$ cat src/sv/spq_pkg.sv
// Shared types, constants and helpers for the sorted priority queue.
package spq_pkg;

  localparam int DEPTH    = 32;
  localparam int IDX_W    = $clog2(DEPTH);
  localparam int CNT_W    = $clog2(DEPTH + 1);
  localparam int TAG_BITS = 16;

  typedef enum logic [1:0] {
    K_INSERT  = 2'd0,
    K_REMOVE  = 2'd1,
    K_CHANGE  = 2'd2,
    K_EXTRACT = 2'd3
  } kind_t;

  typedef enum logic [2:0] {
    ST_OK       = 3'd0,
    ST_EMPTY    = 3'd1,
    ST_NOTFOUND = 3'd2,
    ST_FULL     = 3'd3,
    ST_DUP      = 3'd4
  } status_t;

  typedef enum logic [1:0] {
    RS_ZERO = 2'd0,
    RS_OP   = 2'd1,
    RS_HIT  = 2'd2
  } res_sel_t;

  typedef enum logic [2:0] {
    S_IDLE,
    S_SCAN,
    S_DECIDE,
    S_SCAN2,
    S_CHECK,
    S_PLACE,
    S_DONE
  } state_t;

  typedef struct packed {
    kind_t       kind;
    logic [15:0] tag;
    logic [15:0] order;
    logic [15:0] priority_req;
  } in_item_t;

  typedef struct packed {
    status_t          status;
    logic [15:0]      out_tag;
    logic [15:0]      out_order;
    logic [15:0]      out_priority;
    logic [CNT_W-1:0] occupancy;
  } out_item_t;

  typedef struct packed {
    logic [TAG_BITS-1:0] tag;
    logic [15:0]         order;
    logic [15:0]         prio;
  } entry_t;

  typedef struct packed {
    logic     load_in;
    logic     scan;
    logic     latch_hit;
    logic     drop;
    logic     load_change;
    logic     restore;
    logic     place;
    logic     out_load;
    status_t  st;
    res_sel_t rsel;
  } dp_cmd_t;

  typedef struct packed {
    kind_t kind;
    logic  empty;
    logic  full;
    logic  tag_found;
    logic  key_dup;
    logic  out_free;
  } dp_stat_t;

  // a sorts strictly before b
  function automatic logic ahead(entry_t a, entry_t b);
    if (a.prio != b.prio) return a.prio > b.prio;
    return a.order > b.order;
  endfunction

endpackage

$ cat src/sv/spq_ctrl.sv
// Operation sequencer for the sorted priority queue.
module spq_ctrl (
  input  logic              clk,
  input  logic              rst,
  input  logic              in_valid,
  output logic              in_stall,
  input  spq_pkg::dp_stat_t stat,
  output spq_pkg::dp_cmd_t  cmd
);
  import spq_pkg::*;

  state_t   state, state_next;
  status_t  st, st_next;
  res_sel_t rsel, rsel_next;

  always_ff @(posedge clk) begin
    if (rst) begin
      state <= S_IDLE;
      st    <= ST_OK;
      rsel  <= RS_ZERO;
    end else begin
      state <= state_next;
      st    <= st_next;
      rsel  <= rsel_next;
    end
  end

  always_comb begin
    state_next = state;
    st_next    = st;
    rsel_next  = rsel;
    cmd        = '0;
    cmd.st     = st;
    cmd.rsel   = rsel;
    in_stall   = (state != S_IDLE);
    unique case (state)
      S_IDLE: begin
        if (in_valid) begin
          cmd.load_in = 1'b1;
          state_next  = S_SCAN;
        end
      end
      S_SCAN: begin
        cmd.scan   = 1'b1;
        state_next = S_DECIDE;
      end
      S_DECIDE: begin
        cmd.latch_hit = 1'b1;
        state_next    = S_DONE;
        rsel_next     = RS_ZERO;
        if (stat.kind == K_INSERT) begin
          if (stat.full) begin
            st_next = ST_FULL;
          end else if (stat.key_dup) begin
            st_next = ST_DUP;
          end else begin
            st_next    = ST_OK;
            rsel_next  = RS_OP;
            state_next = S_PLACE;
          end
        end else if (stat.empty) begin
          st_next = ST_EMPTY;
        end else if (stat.kind == K_EXTRACT) begin
          cmd.drop  = 1'b1;
          st_next   = ST_OK;
          rsel_next = RS_HIT;
        end else if (!stat.tag_found) begin
          st_next = ST_NOTFOUND;
        end else if (stat.kind == K_REMOVE) begin
          cmd.drop  = 1'b1;
          st_next   = ST_OK;
          rsel_next = RS_HIT;
        end else begin
          // take the entry out, then look for a clash with its new key
          cmd.drop        = 1'b1;
          cmd.load_change = 1'b1;
          state_next      = S_SCAN2;
        end
      end
      S_SCAN2: begin
        cmd.scan   = 1'b1;
        state_next = S_CHECK;
      end
      S_CHECK: begin
        if (stat.key_dup) begin
          cmd.restore = 1'b1;
          st_next     = ST_DUP;
          rsel_next   = RS_ZERO;
        end else begin
          st_next   = ST_OK;
          rsel_next = RS_OP;
        end
        state_next = S_PLACE;
      end
      S_PLACE: begin
        cmd.place  = 1'b1;
        state_next = S_DONE;
      end
      S_DONE: begin
        if (stat.out_free) begin
          cmd.out_load = 1'b1;
          state_next   = S_IDLE;
        end
      end
      default: state_next = S_IDLE;
    endcase
  end

endmodule
$ cat config.mk
export PLATFORM = sky130hd
export DESIGN_NAME = spq_ctrl
export DESIGN_NICKNAME = d
export VERILOG_FILES = /design/src/sv/spq_pkg.sv /design/src/sv/spq_ctrl.sv
export SDC_FILE = /design/constraint.sdc
export NUM_CORES = 1
export LEC_CHECK = 0
export ABC_AREA = 1
export CAP_MARGIN = 10
export CORE_AREA = 2 2 39 41
export CTS_BUF_LIST = sky130_fd_sc_hd__clkbuf_4
export DETAILED_ROUTE_END_ITERATION = 8
export DIE_AREA = 0 0 41 43
export DONT_BUFFER_PORTS = 1
export GPL_TIMING_DRIVEN = 0
export SYNTH_ARGS = -nofsm -noshare
export SYNTH_HDL_FRONTEND = slang
export SYNTH_SLANG_ARGS = --single-unit
$ cat constraint.sdc
create_clock -name clk -period 1.2 [get_ports clk]
set_input_delay 0.06 -clock clk [delete_from_list [all_inputs] [get_ports clk]]
set_output_delay 0.06 -clock clk [all_outputs]
set_load 0.05 [all_outputs]
==> reports/results.ini, run 1 <==
[outcome]
status=finished with violations
violations=setup timing

[detailed_routing]
vias=669
drt_iter0_markers=13
drtAntennaViolNets=0
detail_route.first_pass.iterations=4
detail_route.wl_per_cell_um=11.7
vias_per_cell=5.07
routed_wl_um=1540
drc=0

[hold_path]
hold_path_class=primary input to register

[placement]
dp_hpwl_um=1080
place_congestion=0.798
placed_cells=118
place_ws_ns=-0.436
portBuffers=0
detailed_place.area_um2=702

[setup_path]
crit_slowest_cell=nor3_4
crit_start=state[0]
rr_startpoint=state[0]
crit_buf_inv=0
critical_path.max_stage_delay_ns=0.65
cp-end-kind=register
cp_data_arrival_time_ns=1.72
crit_chain=nor3_4 -> nand3_4 -> a21oi_2 -> nor2_1
reg2reg_depth=4
critPathKind=register to register
cp_data_required_time_ns=1.34
cp_top_family=simple AND/OR/NAND/NOR gates
worst_setup_path_start_kind=register
r2r_setup_slack_ns=-0.37
critPathMaxFanout=6
crit_cells=4
r2r-end=st[0]
crit_end=st[0]

[synthesis]
synth_warnings=0
yosysTopAreaCell=dfxtp_1
ys_ff_latch=8
avgSynthCellArea_um2=6.22
synthCells=102
synth.distinct_cells=17
synthTopCellsByArea=dfxtp_1, nand2_1, nor2_1
synth_seq_area_share_pct=25.2
syn-cell-area_um2=634
synth.net_count=116
synth.top_cell.area_share_pct=25.2

[global_route]
grt_use_total_pct=20.3
grt_pass1_vias=623
grt_pass1_wl_um=2440
antenna_found_initial=0
grt_max_degree=8
grt-ovfl-total=0

[sta]
finalCritPeriodShare_pct=131
worstMarginPinSlew_ns=0.745
slew_headroom_pct=50.1
max_freq_mhz=636
setup_viol=16
fin_ws_ns=-0.373
rsz0062_at_grt=yes
slew_violations=0
fin_skew_ns=0.00628
final_hold_viol_count=0
fin_crit_ns=1.57

[finish]
layout.nets=131
design_area_um2=923
post_layout_nonfiller_instances=132
syn2layout_area_growth_pct=45.6
fillers=127
diodes=0
fin_util_pct=66.7
layout-drive-gt1-share_pct=37.9
final_cell_mix=nand2_1, inv_1, nor2_1
final_common_cell=nand2_1

[power_and_ir_drop]
pwr-share-clk_pct=10.9
seqPwrFrac_pct=30.1
ir_drop_mv=1.24
power_mw=2.22
p_int_mw=0.981
power_density_nw_per_um2=2410
p_sw_share_pct=55.8
power_switching_mw=1.24
leakage_nw=0.427
comb_power_share_pct=59.0

[job]
cap_violations=0

[clocking]
cts_buffers=3
cts_tree=built
clockBufferDepth=2
clk_latency_ns=0.25
clock_sinks=8
cts_root_buffer=clkbuf_4
clk_pin_slew_ns=0.06
h-tree-depth=1

[floorplanning]
start_util_pct=45.8
die_x_um=41
rows=14
io_pins=24
coreArea_um2=1380
die_area_um2=1760
die_h_um=43

==> worst min-delay path, stage by stage <==
cell and delay (ns):
inv_1 0.08, nand2_1 0.08, inv_1 0.03
==> worst min path at each step <==
stage | startpoint | to | slack (ns) | cells past startpoint
detailed placement | rst | rsel[1] | 0.13 | 1
floorplan | rst | rsel[1] | 0.13 | 1
global placement | rst | rsel[1] | 0.13 | 1
CTS | stat[1] | st[2] | 0.03 | 4
finish | rst | state[2] | 0.03 | 3
global route | rst | state[1] | 0.06 | 3
==> cells in the mapped netlist (all sizes together) <==
cell type	n
a21oi	5
buf	1
dfxtp	8
ha	4
inv	17
nand2	28
nand3	12
nand4	2
nor2	19
nor3	5
o21bai	1
==> power groups by stage <==
stage	Combinational (mW)	Sequential (mW)	Clock [mW]
after floorplan	0.856	0.615	0
after global placement	0.940	0.629	0
after detailed placement	0.949	0.630	0
after CTS	1.15	0.631	0.254
after global routing	1.41	0.681	0.275
final	1.31	0.668	0.243
==> flip-flops by register name, summed over array words and instances (netlist names) <==
signal,flops
rsel,2
st,3
state,3
==> kinds of logic after synthesis <==
logic type / count (synthesis) / synth area share (%)
flops: 8 / 25.2
compound gates: 6 / 5.13
buf+inv: 18 / 12.4
fa+ha+maj: 4 / 7.89
simple gates: 66 / 49.3
==> timing repair <==
action	in CTS	in global routing
gates resized for setup	16	12
setup endpoints to repair	17	17
hold endpoints to repair	2	0
hold buffers	1	0
buffers inserted	4	6
pin swaps	7	5
==> per-layer routing <==
metal | GRT usage [%] | wire length (um)
met1 | 25.6 | 667
met2 | 30.0 | 793
met3 | 7.85 | 83
met4 | 8.00 | 0
met5 | 0 | 0
==> area by class of cell <==
cell class | instances | area, um2 | area share [%]
tap | 16 | 20.0 | 2.17
sequential | 8 | 171 | 18.6
clock buffer | 4 | 30.0 | 3.25
timing repair buffer | 11 | 88.8 | 9.62
inverter | 17 | 70.1 | 7.59
multi-input combinational | 76 | 543 | 58.8
==> stage by stage <==
step	setup TNS (ns)	hold slack (ns)
after floorplan	-1.98	0.129
after global placement	-3.50	0.131
after detailed placement	-3.63	0.133
after CTS	-3.70	0.0340
after global routing	-4.20	0.0566
final	-3.11	0.0345
Power figures use the tool's default switching activity.
==> inputs of run 2 (changes only) <==
Clock period 1.2 ns to 1.4 ns, I/O delays scaled along.
==> run 2 against run 1 <==
The flow still finishes with violations (setup timing). Fmax is 0.27% lower. Sequential power is 15% lower. Critical path depth is 2 higher. Hold slack better by 0.0028 ns. Clock skew is 0.00053 ns higher. Total power is 19% lower. Clock power is 14% lower. Via count is 2.4% lower. Clock-buffer cell count stayed put. First-iteration DRC count is 38% higher. Cell count is 1.5% lower. Critical endpoint is now st[2].
==> reports/results.ini, run 2 (synthesis gave the netlist of run 1 again) <==
[outcome]
status=finished with violations  ; unchanged
violations=setup timing  ; unchanged

[placement]
place_congestion=0.752  ; was 0.798
detailed_place.area_um2=694  ; was 702 um2
dp_hpwl_um=1030  ; was 1080 um
portBuffers=0  ; unchanged

[detailed_routing]
vias=653  ; was 669
drt_iter0_markers=18  ; was 13
detail_route.first_pass.iterations=4  ; unchanged
detail_route.wl_per_cell_um=11.4  ; was 11.7 um
routed_wl_um=1480  ; was 1540 um
vias_per_cell=5.02  ; was 5.07
drtAntennaViolNets=0  ; unchanged
drc=0  ; unchanged

[global_route]
grt_use_total_pct=19.2  ; was 20.3%
antenna_found_initial=0  ; unchanged
grt-ovfl-total=0  ; unchanged
grt_pass1_wl_um=2350  ; was 2440 um
grt_max_degree=8  ; unchanged
grt_pass1_vias=606  ; was 623

[finish]
final_cell_mix=nand2_1, nor2_1, inv_1  ; was nand2_1, inv_1, nor2_1
fin_util_pct=63.6  ; was 66.7%
syn2layout_area_growth_pct=38.7  ; was 45.6%
layout.nets=129  ; was 131
final_common_cell=nand2_1  ; unchanged
design_area_um2=880  ; was 923 um2
diodes=0  ; unchanged
reg_top3=st (3), state (3), rsel (2)  ; unchanged
layout-drive-gt1-share_pct=35.1  ; was 37.9%

[hold_path]
hold_path_class=primary input to register  ; unchanged

[setup_path]
crit_chain=inv_4 -> nor3_4 -> nand3_4 -> nand3_2 -> nand2_1 -> nor2_1  ; was nor3_4 -> nand3_4 -> a21oi_2 -> nor2_1
cp-end-kind=register  ; unchanged
critPathKind=register to register  ; unchanged
crit_buf_inv=1  ; was 0
cp_top_family=simple AND/OR/NAND/NOR gates  ; unchanged
cp_data_arrival_time_ns=1.76  ; was 1.72 ns
cp_data_required_time_ns=1.59  ; was 1.34 ns
crit_slowest_cell=nor3_4  ; unchanged
critical_path.max_stage_delay_ns=0.61  ; was 0.65 ns
worst_setup_path_start_kind=register  ; unchanged
critPathMaxFanout=6  ; unchanged

[power_and_ir_drop]
power_density_nw_per_um2=2040  ; was 2410 nW/um2
ir_drop_mv=0.928  ; was 1.24 mV
leakage_nw=0.409  ; was 0.427 nW

[floorplanning]
rows=14  ; unchanged
start_util_pct=45.8  ; unchanged
coreArea_um2=1380  ; unchanged
io_pins=24  ; unchanged
die_h_um=43  ; unchanged
die_area_um2=1760  ; unchanged
die_x_um=41  ; unchanged

[clocking]
clk_pin_slew_ns=0.06  ; about the same
clock_sinks=8  ; unchanged
h-tree-depth=1  ; unchanged
clockBufferDepth=2  ; unchanged
cts_tree=built  ; unchanged
clk_latency_ns=0.25  ; about the same
cts_root_buffer=clkbuf_4  ; unchanged
cts_buffers=3  ; unchanged

[sta]
hold_ws_ns=0.0374  ; was 0.0345 ns
max_freq_mhz=634  ; was 636 MHz
rsz0062_at_grt=yes  ; unchanged
final_hold_viol_count=0  ; unchanged
finalCritPeriodShare_pct=113  ; was 131%
setup_viol=8  ; was 16
slew_headroom_pct=50.8  ; was 50.1%
worstMarginPinSlew_ns=0.735  ; was 0.745 ns
slew_violations=0  ; unchanged
fin_setup_tns_ns=-0.721  ; was -3.11 ns
fin_ws_ns=-0.178  ; was -0.373 ns
fin_skew_ns=0.00681  ; was 0.00628 ns
fin_crit_ns=1.58  ; was 1.57 ns

[job]
cap_violations=0  ; unchanged

-- run 2: cell count changes in the layout (fill, tap and decap cells not counted), sizes merged --
| cell | delta |
|---|---|
| buf | -2 |
-- run 2: power by group --
part	internal, mW	switching [mW]
clock network	0.128	0.0798
registers	0.315	0.253
logic	0.346	0.672
-- run 2: final cells by class --
cell class	count	area, um2
fillers	133	504
flip-flops and latches	8	169
inverters	17	70.1
clock buffers	4	30.0
multi-input cells	76	508
well taps	16	20.0
repair buffers	9	82.6
-- run 2: repair_timing --
action,in CTS,in global routing
hold buffers,1,0
endpoints found under the hold margin,2,0
endpoints found under the setup margin,14,13
buffers inserted,3,5
pin swaps,8,15
resized for setup,16,5
-- run 2: through the flow --
step | setup WS [ns] | cells | power [mW]
final | -0.178 | 130 | 1.79
after floorplan | -0.0726 | 102 | 1.25
after detailed placement | -0.200 | 118 | 1.33
after global routing | -0.281 | 130 | 1.91
after CTS | -0.203 | 125 | 1.67
after global placement | -0.209 | 118 | 1.33
-- run 2: worst paths after layout --
kind,slack [ns],cells after the start,start,to
hold / removal,0.04,3,rst,state[2]
setup reg to reg,-0.18,6,state[1],st[2]
setup / recovery,-0.18,6,state[1],st[2]
hold reg to reg,0.71,3,state[2],state[0]
-- run 2: per-layer routing --
metal | vias to the layer above | global-route usage (%) | wire [um]
met5 | - | 0 | 0
met1 | 296 | 21.3 | 609
met4 | 0 | 2.00 | 0
met3 | 0 | 8.90 | 75
met2 | 16 | 32.8 | 796
li1 | 341 | - | -
-- run 2: worst min-delay path, stage by stage --
cell and delay [ns]:
inv_1 0.08, nand2_1 0.08, inv_1 0.03
==> inputs of run 3 (changes only) <==
Settings changed: CELL_PAD_IN_SITES_DETAIL_PLACEMENT from default to 0, CELL_PAD_IN_SITES_GLOBAL_PLACEMENT from default to 1, CORE_AREA 2 2 39 41 to default, CORE_MARGIN from default to 1, CORE_UTILIZATION from default to 38, DIE_AREA 0 0 41 43 to default, PLACE_DENSITY_LB_ADDON from default to 0.1.
==> run 3 against run 2 <==
The flow still finishes with violations (setup timing). First-iteration DRC count down 61%. Flip-flop and latch count unchanged. Sequential share of layout area rose by 0.74 points. Via count decreased by 1.8%. Critical path type unchanged. Highest routed layer unchanged.
==> reports/results.ini, run 3 (synthesis gave the netlist of run 1 again) <==
[sta]
fin_setup_tns_ns=-0.683  ; was -0.721 ns
setup_viol=8  ; unchanged
slew_headroom_pct=51.2  ; was 50.8%
fin_skew_ns=0.00256  ; was 0.00681 ns
rsz0062_at_grt=yes  ; unchanged
fin_ws_ns=-0.175  ; was -0.178 ns
worstMarginPinSlew_ns=0.729  ; was 0.735 ns
fin_crit_ns=1.57  ; was 1.58 ns
finalCritPeriodShare_pct=112  ; was 113%
final_hold_viol_count=0  ; unchanged
slew_violations=0  ; unchanged
max_freq_mhz=635  ; was 634 MHz

[clocking]
clock_sinks=8  ; unchanged
h-tree-depth=1  ; unchanged
cts_buffers=3  ; unchanged
clockBufferDepth=2  ; unchanged
clk_pin_slew_ns=0.06  ; about the same
cts_tree=built  ; unchanged
clk_latency_ns=0.25  ; about the same
cts_root_buffer=clkbuf_4  ; unchanged

[finish]
layout.nets=127  ; was 129
syn2layout_area_growth_pct=33.5  ; was 38.7%
layout-drive-gt1-share_pct=33.0  ; was 35.1%
final_cell_mix=nand2_1, nor2_1, inv_1  ; unchanged
design_area_um2=847  ; was 880 um2
diodes=0  ; unchanged
post_layout_nonfiller_instances=128  ; was 130
reg_top3=st (3), state (3), rsel (2)  ; unchanged
final_common_cell=nand2_1  ; unchanged

[global_route]
grt_pass1_vias=592  ; was 606
grt-ovfl-total=0  ; unchanged
antenna_found_initial=0  ; unchanged
grt_max_degree=8  ; unchanged
grt_use_total_pct=17.5  ; was 19.2%
grt_pass1_wl_um=2400  ; was 2350 um

[detailed_routing]
detail_route.wl_per_cell_um=11.0  ; was 11.4 um
detail_route.first_pass.iterations=4  ; unchanged
vias_per_cell=5.01  ; was 5.02
drc=0  ; unchanged
vias=641  ; was 653
routed_wl_um=1410  ; was 1480 um
drtAntennaViolNets=0  ; unchanged
drt_iter0_markers=7  ; was 18

[floorplanning]
start_util_pct=41.6  ; was 45.8%
rows=14  ; unchanged
die_x_um=42.9  ; was 41 um
die_h_um=42.9  ; was 43 um
io_pins=24  ; unchanged
coreArea_um2=1520  ; was 1380 um2
die_area_um2=1840  ; was 1760 um2

[power_and_ir_drop]
power_switching_mw=0.975  ; was 1.00 mW
p_sw_share_pct=56.5  ; was 56.0%
seqPwrFrac_pct=32.6  ; was 31.7%
comb_power_share_pct=55.3  ; was 56.7%
pwr-share-clk_pct=12.1  ; was 11.6%
power_density_nw_per_um2=2040  ; about the same
ir_drop_mv=0.985  ; was 0.928 mV
leakage_nw=0.391  ; was 0.409 nW
p_int_mw=0.750  ; was 0.790 mW

[setup_path]
worst_setup_path_start_kind=register  ; unchanged
cp_data_arrival_time_ns=1.73  ; was 1.76 ns
cp-end-kind=register  ; unchanged
critPathKind=register to register  ; unchanged
cp_data_required_time_ns=1.55  ; was 1.59 ns
critPathMaxFanout=6  ; unchanged

[placement]
placed_cells=118  ; unchanged
dp_hpwl_um=1100  ; was 1030 um
place_congestion=0.816  ; was 0.752
detailed_place.area_um2=694  ; unchanged
portBuffers=0  ; unchanged

[outcome]
status=finished with violations  ; unchanged
violations=setup timing  ; unchanged

[job]
cap_violations=0  ; unchanged

[hold_path]
hold_path_class=primary input to register  ; unchanged

-- run 3: cell count changes in the layout (fill, tap and decap cells not counted) --
| cell | before | now |
|---|---|---|
| nor3_2 | 1 | 0 |
| buf_4 | 7 | 6 |
| buf_12 | 1 | 0 |
| nor3_1 | 1 | 2 |
-- run 3: path summary, 6_finish.rpt --
check / to / cells past startpoint / slack [ns] / from
max: st[1] / 5 / -0.17 / state[1]
min: rsel[1] / 3 / 0.05 / stat[4]
max reg2reg: st[1] / 5 / -0.17 / state[1]
min reg2reg: state[0] / 3 / 0.67 / state[1]
-- run 3: area by class of cell --
cell class | count | area (um2)
fill | 158 | 677
multi-input combinational | 76 | 503
sequential | 8 | 169
inverter | 17 | 70.1
timing repair buffer | 7 | 55.1
clock buffer | 4 | 30.0
tap | 16 | 20.0
-- run 3: repair_timing --
item / CTS / global route
pin swaps: 8 / 8
endpoints found under the setup margin: 15 / 12
endpoints found under the hold margin: 2 / 0
hold buffers: 1 / 0
buffers inserted: 3 / 3
gates resized for setup: 16 / 4
-- run 3: metrics by stage --
stage / setup WS (ns) / hold slack, ns / util [%] / power (mW)
after floorplan: -0.0726 / 0.139 / - / 1.25
after global placement: -0.221 / 0.142 / 45.6 / 1.33
after detailed placement: -0.213 / 0.144 / 45.6 / 1.33
after CTS: -0.199 / 0.0390 / 52.9 / 1.68
after global routing: -0.266 / 0.0496 / 55.6 / 1.84
final: -0.175 / 0.0483 / 55.6 / 1.72
-- run 3: worst max-delay path, stage by stage (launching register included) --
cell,delay (ns)
dfxtp_4,0.37
inv_4,0.04
nor3_4,0.62
nand3_4,0.21
a21oi_2,0.16
nor2_1,0.06
-- run 3: routing by layer --
layer,track usage [%],vias up,part of all wire (%)
met5,0,-,0
met4,1.88,0,0
met3,9.79,0,8.2
met2,27.6,16,47
met1,21.3,283,44
li1,-,342,-
-- run 3: power groups by stage --
stage	clock network, mW	registers [mW]	logic, mW
6_report	0.209	0.562	0.954
5_1_grt	0.233	0.573	1.04
3_5_place_dp	0	0.538	0.796
4_1_cts	0.221	0.557	0.900
3_3_place_gp	0	0.538	0.795
2_1_floorplan	0	0.527	0.719
